`config.mk`:
```
export PLATFORM = sky130hd
export DESIGN_NAME = radix_string_converter
export DESIGN_NICKNAME = d
export VERILOG_FILES = /design/src/design/rsc_pkg.sv /design/src/design/rsc_front.sv /design/src/design/rsc_back.sv /design/src/design/radix_string_converter.sv
export SDC_FILE = /design/constraint.sdc
export NUM_CORES = 1
export LEC_CHECK = 0
export ABC_CLOCK_PERIOD_IN_PS = 10500
export BUFFER_PORTS_ARGS = -buffer_cell sky130_fd_sc_hd__buf_2
export CAP_MARGIN = 15
export CORE_MARGIN = 2
export CORE_UTILIZATION = 45
export CTS_CLUSTER_SIZE = 30
export DETAILED_ROUTE_END_ITERATION = 10
export PLACE_DENSITY = 0.63
export REMOVE_ABC_BUFFERS = 1
export SYNTH_ARGS = -nofsm -noshare
export SYNTH_HDL_FRONTEND = slang
export SYNTH_HIERARCHICAL = 1
export SYNTH_SLANG_ARGS = --single-unit
```
`constraint.sdc`:
```
create_clock -name clk -period 10.5 [get_ports clk]
set_input_delay 0.525 -clock clk [delete_from_list [all_inputs] [get_ports clk]]
set_output_delay 0.525 -clock clk [all_outputs]
set_load 0.05 [all_outputs]
```
`src/design/rsc_pkg.sv`:
```
package rsc_pkg;

    // configuration register indexes
    localparam int CFG_INDEX_W = 1;
    localparam logic [CFG_INDEX_W-1:0] REG_SRC_BASE = 1'b0;
    localparam logic [CFG_INDEX_W-1:0] REG_DST_BASE = 1'b1;

    localparam int BASE_W = 6;
    localparam logic [BASE_W-1:0] BASE_RESET = 6'd10;
    localparam logic [BASE_W-1:0] BASE_MIN = 6'd2;
    localparam logic [BASE_W-1:0] BASE_MAX = 6'd36;

    // character classes
    localparam logic [7:0] CHAR_DIGIT_LO = 8'd48;
    localparam logic [7:0] CHAR_DIGIT_HI = 8'd57;
    localparam logic [7:0] CHAR_UPPER_LO = 8'd65;
    localparam logic [7:0] CHAR_UPPER_HI = 8'd90;
    localparam logic [7:0] CHAR_LOWER_LO = 8'd97;
    localparam logic [7:0] CHAR_LOWER_HI = 8'd122;
    localparam logic [7:0] UPPER_OFFSET = 8'd55;
    localparam logic [7:0] LOWER_OFFSET = 8'd87;
    localparam logic [6:0] ASCII_ZERO = 7'd48;
    localparam logic [6:0] ASCII_LETTER_OFS = 7'd55;
    localparam logic [5:0] MAX_DECIMAL = 6'd9;

    // queue between front and back
    localparam int QUEUE_DEPTH = 4;
    localparam int QPTR_W = 2;

    // remainder store
    localparam int STORE_DEPTH = 32;
    localparam int STORE_ADDR_W = 5;
    localparam int COUNT_W = 6;

    typedef struct packed {
        logic [7:0] symbol;
        logic       last_symbol;
    } in_item_t;

    typedef struct packed {
        logic [6:0] digit_char;
        logic       last_digit;
    } out_item_t;

    typedef struct packed {
        logic [7:0] digit;
        logic       last;
    } fold_req_t;

    typedef enum logic [1:0] {
        ST_FOLD,
        ST_DIV,
        ST_EMIT_RD,
        ST_EMIT_WR
    } back_state_t;

endpackage

```
`src/design/rsc_front.sv`:
```
module rsc_front (
    input  logic              clk,
    input  logic              rst_n,
    input  logic              push,
    output logic              full,
    input  rsc_pkg::in_item_t request,
    input  logic              take,
    output logic              head_valid,
    output rsc_pkg::fold_req_t head
);
    import rsc_pkg::*;

    fold_req_t           q_mem [QUEUE_DEPTH];
    logic [QPTR_W-1:0]   wr_ptr_reg;
    logic [QPTR_W-1:0]   wr_ptr_next;
    logic [QPTR_W-1:0]   rd_ptr_reg;
    logic [QPTR_W-1:0]   rd_ptr_next;
    logic [QPTR_W:0]     count_reg;
    logic [QPTR_W:0]     count_next;
    logic                do_push;
    logic                do_take;
    fold_req_t           classified;

    // map a character to its digit value, other bytes pass raw
    always_comb
    begin
        classified.last = request.last_symbol;
        priority if (request.symbol >= CHAR_DIGIT_LO && request.symbol <= CHAR_DIGIT_HI)
        begin
            classified.digit = request.symbol - CHAR_DIGIT_LO;
        end
        else if (request.symbol >= CHAR_UPPER_LO && request.symbol <= CHAR_UPPER_HI)
        begin
            classified.digit = request.symbol - UPPER_OFFSET;
        end
        else if (request.symbol >= CHAR_LOWER_LO && request.symbol <= CHAR_LOWER_HI)
        begin
            classified.digit = request.symbol - LOWER_OFFSET;
        end
        else
        begin
            classified.digit = request.symbol;
        end
    end

    assign full       = (count_reg == (QPTR_W + 1)'(QUEUE_DEPTH));
    assign head_valid = (count_reg != '0);
    assign head       = q_mem[rd_ptr_reg];
    assign do_push    = push && !full;
    assign do_take    = take && head_valid;

    always_comb
    begin
        wr_ptr_next = do_push ? wr_ptr_reg + 1'b1 : wr_ptr_reg;
        rd_ptr_next = do_take ? rd_ptr_reg + 1'b1 : rd_ptr_reg;
        count_next  = count_reg;
        if (do_push && !do_take)
        begin
            count_next = count_reg + 1'b1;
        end
        else if (do_take && !do_push)
        begin
            count_next = count_reg - 1'b1;
        end
    end

    always_ff @(posedge clk)
    begin
        if (do_push)
        begin
            q_mem[wr_ptr_reg] <= classified;
        end
    end

    always_ff @(posedge clk or negedge rst_n)
    begin
        if (!rst_n)
        begin
            wr_ptr_reg <= '0;
            rd_ptr_reg <= '0;
            count_reg  <= '0;
        end
        else
        begin
            wr_ptr_reg <= wr_ptr_next;
            rd_ptr_reg <= rd_ptr_next;
            count_reg  <= count_next;
        end
    end

endmodule

```
`src/design/rsc_back.sv`:
```
module rsc_back #(
    parameter int VALUE_WIDTH = 32
) (
    input  logic                       clk,
    input  logic                       rst_n,
    input  logic [rsc_pkg::BASE_W-1:0] src_base,
    input  logic [rsc_pkg::BASE_W-1:0] dst_base,
    input  logic                       head_valid,
    input  rsc_pkg::fold_req_t         head,
    output logic                       take,
    output logic                       empty,
    input  logic                       pop,
    output rsc_pkg::out_item_t         result
);
    import rsc_pkg::*;

    localparam int STEP_W = (VALUE_WIDTH > 1) ? $clog2(VALUE_WIDTH) : 1;
    localparam int PROD_W = VALUE_WIDTH + BASE_W;

    back_state_t             state_reg;
    back_state_t             state_next;
    logic [VALUE_WIDTH-1:0]  acc_reg;
    logic [VALUE_WIDTH-1:0]  acc_next;
    logic [VALUE_WIDTH-1:0]  quo_reg;
    logic [VALUE_WIDTH-1:0]  quo_next;
    logic [BASE_W-1:0]       rem_reg;
    logic [BASE_W-1:0]       rem_next;
    logic [STEP_W-1:0]       step_reg;
    logic [STEP_W-1:0]       step_next;
    logic [COUNT_W-1:0]      cnt_reg;
    logic [COUNT_W-1:0]      cnt_next;
    logic                    out_valid_reg;
    logic                    out_valid_next;
    out_item_t               result_reg;
    out_item_t               result_next;

    logic [BASE_W-1:0]       store_mem [STORE_DEPTH];
    logic [BASE_W-1:0]       rd_data_reg;
    logic                    store_we;
    logic [STORE_ADDR_W-1:0] store_waddr;
    logic [STORE_ADDR_W-1:0] store_raddr;

    logic [PROD_W-1:0]       product;
    logic [VALUE_WIDTH-1:0]  fold_sum;
    logic [BASE_W-1:0]       base_clamped;
    logic [BASE_W:0]         trial;
    logic                    trial_ge;
    logic [BASE_W-1:0]       rem_step;
    logic [VALUE_WIDTH-1:0]  quo_step;
    logic                    last_step;
    logic                    out_free;
    logic [6:0]              ascii_char;

    // horner fold, wraps at the value width
    assign product  = PROD_W'(acc_reg) * PROD_W'(src_base);
    assign fold_sum = product[VALUE_WIDTH-1:0] + VALUE_WIDTH'(head.digit);

    always_comb
    begin
        priority if (dst_base < BASE_MIN)
        begin
            base_clamped = BASE_MIN;
        end
        else if (dst_base > BASE_MAX)
        begin
            base_clamped = BASE_MAX;
        end
        else
        begin
            base_clamped = dst_base;
        end
    end

    // one restoring division step per cycle
    assign trial     = {rem_reg, quo_reg[VALUE_WIDTH-1]};
    assign trial_ge  = (trial >= {1'b0, base_clamped});
    assign rem_step  = trial_ge ? BASE_W'(trial - {1'b0, base_clamped}) : trial[BASE_W-1:0];
    assign quo_step  = {quo_reg[VALUE_WIDTH-2:0], trial_ge};
    assign last_step = (step_reg == STEP_W'(VALUE_WIDTH - 1));

    assign out_free   = !out_valid_reg || pop;
    assign ascii_char = (rd_data_reg <= MAX_DECIMAL)
                        ? ASCII_ZERO + 7'(rd_data_reg)
                        : ASCII_LETTER_OFS + 7'(rd_data_reg);

    assign store_we    = (state_reg == ST_DIV) && last_step && !cnt_reg[COUNT_W-1];
    assign store_waddr = cnt_reg[STORE_ADDR_W-1:0];
    assign store_raddr = STORE_ADDR_W'(cnt_reg - 1'b1);

    always_comb
    begin
        state_next = state_reg;
        unique case (state_reg)
            ST_FOLD:
            begin
                if (head_valid && head.last)
                begin
                    state_next = ST_DIV;
                end
            end
            ST_DIV:
            begin
                if (last_step && quo_step == '0)
                begin
                    state_next = ST_EMIT_RD;
                end
            end
            ST_EMIT_RD:
            begin
                state_next = ST_EMIT_WR;
            end
            ST_EMIT_WR:
            begin
                if (out_free)
                begin
                    state_next = (cnt_reg == COUNT_W'(1)) ? ST_FOLD : ST_EMIT_RD;
                end
            end
            default:
            begin
                state_next = ST_FOLD;
            end
        endcase
    end

    always_comb
    begin
        take           = 1'b0;
        acc_next       = acc_reg;
        quo_next       = quo_reg;
        rem_next       = rem_reg;
        step_next      = step_reg;
        cnt_next       = cnt_reg;
        result_next    = result_reg;
        out_valid_next = out_valid_reg && !pop;
        unique case (state_reg)
            ST_FOLD:
            begin
                take = head_valid;
                if (head_valid)
                begin
                    if (head.last)
                    begin
                        acc_next  = '0;
                        quo_next  = fold_sum;
                        rem_next  = '0;
                        step_next = '0;
                        cnt_next  = '0;
                    end
                    else
                    begin
                        acc_next = fold_sum;
                    end
                end
            end
            ST_DIV:
            begin
                quo_next  = quo_step;
                rem_next  = rem_step;
                step_next = step_reg + 1'b1;
                if (last_step)
                begin
                    // next digit restarts on the quotient with a clear remainder
                    rem_next  = '0;
                    step_next = '0;
                    if (!cnt_reg[COUNT_W-1])
                    begin
                        cnt_next = cnt_reg + 1'b1;
                    end
                end
            end
            ST_EMIT_RD:
            begin
            end
            ST_EMIT_WR:
            begin
                if (out_free)
                begin
                    result_next.digit_char = ascii_char;
                    result_next.last_digit = (cnt_reg == COUNT_W'(1));
                    out_valid_next         = 1'b1;
                    cnt_next               = cnt_reg - 1'b1;
                end
            end
            default:
            begin
            end
        endcase
    end

    assign empty  = !out_valid_reg;
    assign result = result_reg;

    always_ff @(posedge clk)
    begin
        if (store_we)
        begin
            store_mem[store_waddr] <= rem_step;
        end
        if (state_reg == ST_EMIT_RD)
        begin
            rd_data_reg <= store_mem[store_raddr];
        end
    end

    always_ff @(posedge clk)
    begin
        quo_reg    <= quo_next;
        rem_reg    <= rem_next;
        step_reg   <= step_next;
        result_reg <= result_next;
    end

    always_ff @(posedge clk or negedge rst_n)
    begin
        if (!rst_n)
        begin
            state_reg     <= ST_FOLD;
            acc_reg       <= '0;
            cnt_reg       <= '0;
            out_valid_reg <= 1'b0;
        end
        else
        begin
            state_reg     <= state_next;
            acc_reg       <= acc_next;
            cnt_reg       <= cnt_next;
            out_valid_reg <= out_valid_next;
        end
    end

endmodule

```
`src/design/radix_string_converter.sv`:
```
// a request enters the 4-deep input queue and is folded into the value from the queue head,
// so plain characters are taken at one per cycle while no earlier string is being converted
// the last character starts a bit-serial restoring divider that yields one output digit per pass,
// then each digit is read from the remainder store and loaded into the output register
// reset clears the accumulator, queue, digit count and output valid; both bases return to 10
module radix_string_converter #(
    parameter int VALUE_WIDTH = 32
) (
    input  logic                            clk,
    input  logic                            rst_n,
    input  logic                            push,
    output logic                            full,
    input  rsc_pkg::in_item_t               request,
    output logic                            empty,
    input  logic                            pop,
    output rsc_pkg::out_item_t              result,
    input  logic                            cfg_valid,
    output logic                            cfg_ready,
    input  logic [rsc_pkg::CFG_INDEX_W-1:0] cfg_index,
    input  logic [rsc_pkg::BASE_W-1:0]      cfg_data
);
    import rsc_pkg::*;

    logic [BASE_W-1:0] src_base_reg;
    logic [BASE_W-1:0] src_base_next;
    logic [BASE_W-1:0] dst_base_reg;
    logic [BASE_W-1:0] dst_base_next;
    logic              take;
    logic              head_valid;
    fold_req_t         head;

    assign cfg_ready = 1'b1;

    always_comb
    begin
        src_base_next = src_base_reg;
        dst_base_next = dst_base_reg;
        if (cfg_valid)
        begin
            unique case (cfg_index)
                REG_SRC_BASE: src_base_next = cfg_data;
                REG_DST_BASE: dst_base_next = cfg_data;
            endcase
        end
    end

    always_ff @(posedge clk or negedge rst_n)
    begin
        if (!rst_n)
        begin
            src_base_reg <= BASE_RESET;
            dst_base_reg <= BASE_RESET;
        end
        else
        begin
            src_base_reg <= src_base_next;
            dst_base_reg <= dst_base_next;
        end
    end

    rsc_front u_front (
        .clk        (clk),
        .rst_n      (rst_n),
        .push       (push),
        .full       (full),
        .request    (request),
        .take       (take),
        .head_valid (head_valid),
        .head       (head)
    );

    rsc_back #(
        .VALUE_WIDTH (VALUE_WIDTH)
    ) u_back (
        .clk        (clk),
        .rst_n      (rst_n),
        .src_base   (src_base_reg),
        .dst_base   (dst_base_reg),
        .head_valid (head_valid),
        .head       (head),
        .take       (take),
        .empty      (empty),
        .pop        (pop),
        .result     (result)
    );

endmodule
```
# --- Word level (Yosys, flattened, before mapping) ---
# Memories as Yosys holds them, arrays and structs flattened. A register that Yosys moved wholly into a read port is not among the register bits.
# Index checks and enable logic that the tools add are counted.
op_classes:
  reduce_logical: 33
  n_eq_ne: 13
  n_addsub: 14
  magnitude_cmp: 10
  n_mul: 1
  bitwise_logic: 1
  mux: 37
op_table:
  columns: ["cell", "count"]
  rows:
  - ["$mux 32", 3]
  - ["$pmux 32 s2", 1]
  - ["$mux 6", 9]
  - ["$add 32x8->32", 1]
  - ["$logic_not 32->1", 1]
  - ["$mul 32x6->32", 1]
  - ["$mux 8", 3]
  - ["$pmux 6 s3", 1]
  - ["$ge 8x7->1 const B", 2]
  - ["$le 8x7->1 const B", 2]
  - ["$sub 8x6->8 const B", 2]
  - ["$mux 5", 3]
  - ["$add 6x6->7 const A", 2]
  - ["$logic_and 1x1->1", 12]
  - ["$pmux 6 s2", 1]
  - ["$ne 2x1->1 const B", 5]
  - ["$pmux 5 s2", 1]
  - ["$ge 8x6->1 const B", 1]
  - ["$le 8x6->1 const B", 1]
  - ["$mux 2", 4]
  - ["$pmux 2 s4", 1]
  - ["$reduce_and 2->1", 4]
  - ["$sub 8x7->8 const B", 1]
  - ["$ge 7x6->1", 1]
  - ["other kinds (28)", 46]
totals:
  elab_cells: 126
  reg_bits: 111
  output_inout_bits: 11
  n_memories: 2
  in_bits: 21
  ram_bits: 228
memory_table:
  columns: ["memory", "words", "width", "read_ports", "rd_clocked_by_memory_dff", "wr", "line", "text"]
  rows:
  - ["u_back.store_mem", 32, 6, 1, 1, 1, "rsc_back.sv:37", "logic [BASE_W-1:0] store_mem [STORE_DEPTH];"]
  - ["u_front.q_mem", 4, 9, 1, 0, 1, "rsc_front.sv:13", "fold_req_t q_mem [QUEUE_DEPTH];"]

# --- Depth between registers and ports, before layout ---
# Gate-level depths: netlist of run 1.
logic_depth:
  ltp_word: 8
  mapped_depth: 19
  ltp_nobuf: 18

# --- By module ---
# Netlist of run 1, hierarchy kept.
by_module_without_submodules:
  columns: ["mod", "area_per_inst_um2", "cells_per_inst", "seq_area_each_um2", "n_inst"]
  rows:
  - ["rsc_back", 17708.2, 1344, 8503.2, 1]
  - ["rsc_front", 2169.6, 147, 1256.2, 1]
  - ["radix_string_converter", 485.5, 29, 305.3, 1]

# --- Least setup slack after synthesis of run 1 ---
# No wires, ideal clock.
synth_path:
  path_type: "reg2reg"
  start: "register src_base_reg[3]"
  end: "register u_back.quo_reg[31], data pin"
  arrival_ps: 4957
  setup_ps: 260
  stages_incl_launch_ff: 20
  path_buffers: 2
  required_ps: 10240
  setup_slack_ps: 5282
  synth_period_minus_slack_ps: 5218
  path_cell_list: "dfstp_2 > clkbuf_1 > clkbuf_1 > nand2_1 > fa_1 > fa_1 > inv_1 > fa_1 > inv_1 > fa_1 > inv_1 > ha_1 > o21a_1 > o31a_1 > o31ai_4 > a21oi_4 > a2111oi_4 > o41a_1 > xnor2_1 > mux2_4"
synth_between:
  elab_chain_len: 5
synth_rtl:
  columns: ["element", "line", "text"]
  rows:
  - ["start: declaration", "radix_string_converter.sv:24", "logic [BASE_W-1:0] src_base_reg;"]
  - ["start signal: assignment", "radix_string_converter.sv:56", "src_base_reg <= src_base_next;"]
  - ["$mul 32x6->32", "rsc_back.sv:55", "assign product = PROD_W'(acc_reg) * PROD_W'(src_base);"]
  - ["$add 32x8->32", "rsc_back.sv:56", "assign fold_sum = product[VALUE_WIDTH-1:0] + VALUE_WIDTH'(head.digit);"]
  - ["$mux 32", "rsc_back.sv:142", "if (head.last)"]
  - ["$mux 32", "rsc_back.sv:140", "if (head_valid)"]
  - ["$pmux 32 s2", "rsc_back.sv:136", "unique case (state_reg)"]
  - ["net u_back.quo_next[31]", "rsc_back.sv:25", "logic [VALUE_WIDTH-1:0] quo_next;"]
  - ["end signal: assignment", "rsc_back.sv:208", "quo_reg <= quo_next;"]
  - ["end: declaration", "rsc_back.sv:24", "logic [VALUE_WIDTH-1:0] quo_reg;"]
# The timed path passes the listed nets, and every way through them passes these cells. The select of a mux whose other input is x is not followed.
# A chain may end at the register's enable or synchronous reset.

# --- Worst setup path after layout of run 1 ---
layout_path:
  start: "register src_base_reg[2]"
  end: "register u_back.quo_reg[27], data pin"
# Same word-level chain as after synthesis.

==> results of run 1 <==
-- through the flow --
stage	power [mW]	hold WS, ns	instance area [um^2]	util
6_report	7.11	0.191	22400	0.504
5_1_grt	7.63	0.178	22400	0.504
4_1_cts	7.15	0.157	22400	0.504
3_5_place_dp	5.74	0.469	21100	0.474
3_3_place_gp	5.68	0.480	21100	0.474
2_1_floorplan	4.75	0.229	20100	-
-- layer usage --
metal,share of wire,routed length [um]
met1,0.46,20000
met2,0.48,20900
met3,0.042,1860
met4,0.025,1070
met5,0,0
-- power groups by stage --
stage	combinational [mW]	sequential, mW	clock (mW)
finish	3.51	2.24	1.37
global placement	3.42	2.26	0
floorplan	2.52	2.23	0
detailed placement	3.48	2.26	0
CTS	3.51	2.24	1.40
global route	3.90	2.27	1.45
-- final cells by class --
class | instances | area (um^2)
Fill cell | 3739 | 22000
Sequential cell | 345 | 10100
Multi-Input combinational cell | 1019 | 9690
Clock buffer | 46 | 1000
Tap cell | 592 | 741
Inverter | 94 | 353
Clock inverter | 25 | 300
Timing Repair Buffer | 40 | 229
-- layout by cell type (no fill, tap or decap), types with 36 or more instances in the layout --
cell	Yosys	routed
and2_1	146	146
a21oi_1	44	44
fa_1	116	116
clkbuf_16	0	39
ha_1	92	91
nor2_1	78	77
inv_1	94	94
edfxtp_1	285	285
mux2_2	36	36
o21ai_0	40	40
xnor2_1	37	36
nand2_1	129	129
dfrtp_1	56	55
mux4_2	69	69
-- cells by family after synthesis --
group,after synthesis,synth area share
other cells,1,0.000184
mux,108,0.0979
buf+inv,156,0.0310
xor+xnor,57,0.0245
flops,345,0.494
fa+ha+maj,208,0.171
compound gates,184,0.0632
simple gates,461,0.118
-- final timing paths --
kind	to	slack [ns]	startpoint	depth (start not counted)
worst max-delay path	u_back/quo_reg[27]	4.81	src_base_reg[2]	18
worst min register to register	u_front/count_reg[2]	0.49	u_front/count_reg[2]	1
worst min-delay path	u_front/q_mem[3][0]	0.19	request[0]	1
max in group asynchronous	u_back/cnt_reg[0]	9.62	rst_n	2
min in group asynchronous	u_back/acc_reg[7]	0.20	rst_n	2
worst max register to register	u_back/quo_reg[27]	4.81	src_base_reg[2]	18
==> flow_metrics.env, run 1 <==
export IMPL_status="finished, final reports clean"
export IMPL_cts_tree="built"
export IMPL_yosys_warnings=6
export IMPL_antenna_found_initial=0
export IMPL_synthDistinctLibCells=77
export IMPL_synth_top_area_frac=0.420
export IMPL_largest_reg_flops=192
export IMPL_postRouteWirelength_mm=43.8
export IMPL_fin_skew_ns=0.0245
export IMPL_cp_num_buf_inv=4
export IMPL_worstPathRequired_ns=10.81
export IMPL_final_min_clock_period_ns=5.69
export IMPL_dpl_cell_count=2089
export IMPL_max_stage_delay_ns=0.77
export IMPL_gp_congestion=0.869
export IMPL_port_buffers=30
export IMPL_cp_max_fo=31
export IMPL_synth_largest_area_cell="edfxtp_1"
export IMPL_gr_usage_met1=0.273
export IMPL_ant_nets=0
export IMPL_pwr_share_clk=0.192
export IMPL_clkTransAtPathRegs_ns=0.06
export IMPL_insertion_delay_ns=0.57
export IMPL_vias=12053
export IMPL_clock_sinks=345
export IMPL_p_seq_frac=0.315
export IMPL_tns_ns=0
export IMPL_cts_inserted_buffers=39
export IMPL_maxCapViolations=0
export IMPL_wl_per_cell_um=20.3
export IMPL_coreArea_mm2=0.0444
export IMPL_relSlewSlack=0.294
export IMPL_synth_cells=1520
export IMPL_grt_ovfl_total=0
export IMPL_p_sw_frac=0.404
export IMPL_drive_gt1_frac=0.152
export IMPL_fp_dieW_um=217
export IMPL_ir_worst_vdd_v=0.000177
export IMPL_use_met2=0.315
export IMPL_grt_pass1_vias=12558
export IMPL_num_io_pins=32
export IMPL_post_route_drc_count=0
export IMPL_pwr_share_comb=0.493
export IMPL_dp_hpwl_mm=30.7
export IMPL_grt_setup_unrepaired="no"
export IMPL_area_delta_synth_final_pct=9.92
export IMPL_holdCritPathClass="in2reg"
export IMPL_use_met3=0.0237
export IMPL_setup_violations=0
export IMPL_grt_max_degree=61
export IMPL_leakage_nw=8.80
export IMPL_critPathSlowestCell="dfrtp_1"
export IMPL_path_class="reg2reg"
export IMPL_dr_pass1_iters=5
export IMPL_hold_buffers=0
export IMPL_grt_usage=0.194
export IMPL_cts_root_buf="clkbuf_16"
export IMPL_p_sw_mw=2.87
export IMPL_synth_area_mm2=0.0204
export IMPL_cts_buffer_depth=3
export IMPL_yosysMostFrequentCell="edfxtp_1"
export IMPL_synth_common_cells="285 x edfxtp_1, 146 x and2_1, 129 x nand2_1"
export IMPL_die_y_um=217
export IMPL_dp_slack_ns=4.78
export IMPL_ys_seq_area_frac=0.494
export IMPL_reg_top3="u_back/store_mem (192), u_front/q_mem (36)"
export IMPL_regMostFlops="u_back/store_mem"
export IMPL_hold_violations=0
export IMPL_grt_busiest_layer="met2"
export IMPL_drt_first_iter_violations=947
export IMPL_synthTopCellsByArea="edfxtp_1 42%, fa_1 11%, mux4_2 7.6%"
export IMPL_timing_final_crit_share=0.542
export IMPL_dieArea_mm2=0.0470
export IMPL_synth_ff_type="edfxtp_1"
export IMPL_worst_setup_path_start_kind="flop"
export IMPL_critPathArrivalTime_ns=6.00
export IMPL_setup_slack_ns=4.81
export IMPL_grt_pass1_wl_mm=71.0
export IMPL_synth_edf_count=285
export IMPL_num_antenna_cells=0
export IMPL_initial_core_util=0.458
export IMPL_worst_pin_slew_ns=1.06
export IMPL_cts_post_setup_buffers_inserted=0
export IMPL_ys_seq_elements=345
export IMPL_placement_rows=77
export IMPL_avgSynthCellArea_um2=13.4
export IMPL_maxSlewViolCount=0
export IMPL_fmax_mhz=176
export IMPL_cp_end_kind="flop"
export IMPL_vias_per_cell=5.58
export IMPL_powerDensity_mw_per_mm2=318
export IMPL_async_reset_ff_frac=0.174
export IMPL_nets=1768
export IMPL_critPathTopFamily="adder cells"
export IMPL_cts_max_level=2
export IMPL_path_cells="and2_1 -> fa_1 -> inv_1 -> fa_1 -> inv_1 -> fa_1 -> inv_1 -> fa_1 -> inv_1 -> ha_1 -> o21a_1 -> o31a_1 -> o31ai_4 -> a21oi_4 -> a211oi_1 -> o31ai_1 -> xnor2_1 -> mux2_2"
export IMPL_postCtsResizedCells=0
export IMPL_intPower_mw=4.24
export IMPL_fin_cells=2161
Note: power is estimated with default switching activity, not from simulation.
==> run 2: changes to the inputs <==
--- a/config.mk
+++ b/config.mk
@@ -5,7 +5,7 @@
 export SDC_FILE = /design/constraint.sdc
 export NUM_CORES = 1
 export LEC_CHECK = 0
-export ABC_CLOCK_PERIOD_IN_PS = 10500
+export ABC_CLOCK_PERIOD_IN_PS = 5500
 export BUFFER_PORTS_ARGS = -buffer_cell sky130_fd_sc_hd__buf_2
 export CAP_MARGIN = 15
 export CORE_MARGIN = 2
==> constraint.sdc (replaced) <==
create_clock -name clk -period 5.5 [get_ports clk]
set_input_delay 0.275 -clock clk [delete_from_list [all_inputs] [get_ports clk]]
set_output_delay 0.275 -clock clk [all_outputs]
set_load 0.05 [all_outputs]
==> flow_metrics.env, run 2 (same netlist as run 1, synthesis figures left out) <==
export IMPL_initial_core_util=0.458
export IMPL_path_class="reg2reg"
export IMPL_utilization=0.505
export IMPL_gr_usage_met1=0.258
export IMPL_tns_ns=0
export IMPL_setup_slack_ns=0.192
export IMPL_fillers=3765
export IMPL_clock_sinks=345
export IMPL_antenna_found_initial=0
export IMPL_grt_ovfl_total=0
export IMPL_num_io_pins=32
export IMPL_fmax_mhz=188
export IMPL_vias_per_cell=5.45
export IMPL_grt_max_degree=61
export IMPL_timing_final_crit_share=0.965
export IMPL_ir_worst_vdd_v=0.000399
export IMPL_worstPathRequired_ns=5.80
export IMPL_area_delta_synth_final_pct=10.2
export IMPL_cts_root_buf="clkbuf_16"
export IMPL_maxSlewViolCount=0
export IMPL_setup_violations=0
export IMPL_nets=1781
export IMPL_grt_busiest_layer="met2"
export IMPL_leakage_nw=8.83
export IMPL_post_route_drc_count=0
export IMPL_drive_gt1_frac=0.157
export IMPL_placement_rows=77
export IMPL_insertion_delay_ns=0.57
export IMPL_reg_top3="u_back/store_mem (192), u_front/q_mem (36)"
export IMPL_postRouteWirelength_mm=42.2
export IMPL_clkTransAtPathRegs_ns=0.06
export IMPL_wl_per_cell_um=19.4
export IMPL_relSlewSlack=0.353
export IMPL_fp_dieW_um=217
export IMPL_dp_hpwl_mm=29.9
export IMPL_use_met2=0.307
export IMPL_dp_slack_ns=0.104
export IMPL_port_buffers=30
export IMPL_hold_slack_ns=0.0182
export IMPL_fin_skew_ns=0.0298
export IMPL_cts_tree="built"
export IMPL_regMostFlops="u_back/store_mem"
export IMPL_grt_setup_unrepaired="no"
export IMPL_cp_end_kind="flop"
export IMPL_die_y_um=217
export IMPL_worst_setup_path_start_kind="flop"
export IMPL_grt_pass1_vias=12628
export IMPL_powerDensity_mw_per_mm2=595
export IMPL_dr_pass1_iters=5
export IMPL_hold_violations=0
export IMPL_cts_inserted_buffers=38
export IMPL_status="finished, final reports clean"
export IMPL_grt_usage=0.188
export IMPL_cp_max_fo=23
export IMPL_vias=11843
export IMPL_dieArea_mm2=0.0470
export IMPL_use_met3=0.0319
export IMPL_drt_first_iter_violations=723
export IMPL_grt_pass1_wl_mm=69.3
export IMPL_final_cell_mix="285 x edfxtp_1, 146 x and2_1, 129 x nand2_1"
export IMPL_worst_pin_slew_ns=0.971
export IMPL_ant_nets=0
export IMPL_cts_max_level=2
export IMPL_cts_buffer_depth=3
export IMPL_final_common_cell="edfxtp_1"
export IMPL_final_min_clock_period_ns=5.31
export IMPL_num_antenna_cells=0
export IMPL_largest_reg_flops=192
export IMPL_critPathArrivalTime_ns=5.61
export IMPL_holdCritPathClass="in2reg"
export IMPL_coreArea_mm2=0.0444
export IMPL_maxCapViolations=0
export IMPL_gp_congestion=0.848
-- run 2: final timing paths --
| path | from | end | slack (ns) | cells past startpoint |
|---|---|---|---|---|
| worst max-delay path | src_base_reg[1] | u_back/quo_reg[31] | 0.19 | 16 |
| worst min register to register | u_front/count_reg[2] | u_front/count_reg[2] | 0.48 | 1 |
| max in group asynchronous | rst_n | u_back/cnt_reg[0] | 4.39 | 3 |
| worst min-delay path | cfg_data[2] | dst_base_reg[2] | 0.02 | 2 |
| worst max register to register | src_base_reg[1] | u_back/quo_reg[31] | 0.19 | 16 |
| min in group asynchronous | rst_n | u_back/acc_reg[9] | 0.46 | 3 |
-- run 2: layout make-up --
cell class,count,area [um^2],share of cell area
Clock inverter,25,256,0.0114
Inverter,94,353,0.0157
Timing Repair Buffer,54,348,0.0155
Clock buffer,45,977,0.0435
Sequential cell,345,10100,0.449
Tap cell,592,741,0.0330
Multi-Input combinational cell,1019,9690,0.432
-- run 2: power by group --
part | total [mW] | internal (mW) | switching, mW
Combinational | 6.67 | 2.81 | 3.86
Sequential | 4.24 | 3.79 | 0.452
Clock | 2.46 | 1.40 | 1.06
-- run 2: metal layers --
metal | part of all wire | wire (um)
met1 | 0.46 | 19200
met2 | 0.48 | 20100
met4 | 0.027 | 1150
met3 | 0.041 | 1740
met5 | 0 | 0
-- run 2: critical path, cell delays in order, from the launching register on --
cell and delay [ns]:
dfstp_4 0.77, and2_1 0.19, fa_1 0.43, fa_1 0.47, fa_1 0.54, inv_1 0.06
fa_1 0.50, inv_1 0.04, ha_1 0.35, and3_2 0.22, o21a_1 0.16, o31ai_4 0.09
a21oi_4 0.26, a2111oi_4 0.12, o41a_1 0.41, xnor2_1 0.16, mux2_4 0.26
-- run 2: stage by stage --
stage / power [mW] / instance area (um^2) / cells
after floorplan: 9.07 / 20100 / 1458
after global placement: 10.8 / 21100 / 2099
after detailed placement: 10.9 / 21100 / 2099
after CTS: 13.5 / 22400 / 2173
after global routing: 14.4 / 22400 / 2174
final: 13.4 / 22400 / 2174
-- run 2: repair_timing --
action,4_1_cts,5_1_grt
gates resized for setup,0,4
setup endpoints to repair,0,8
hold endpoints to repair,62,0
hold buffers,4,0
buffers inserted,0,0
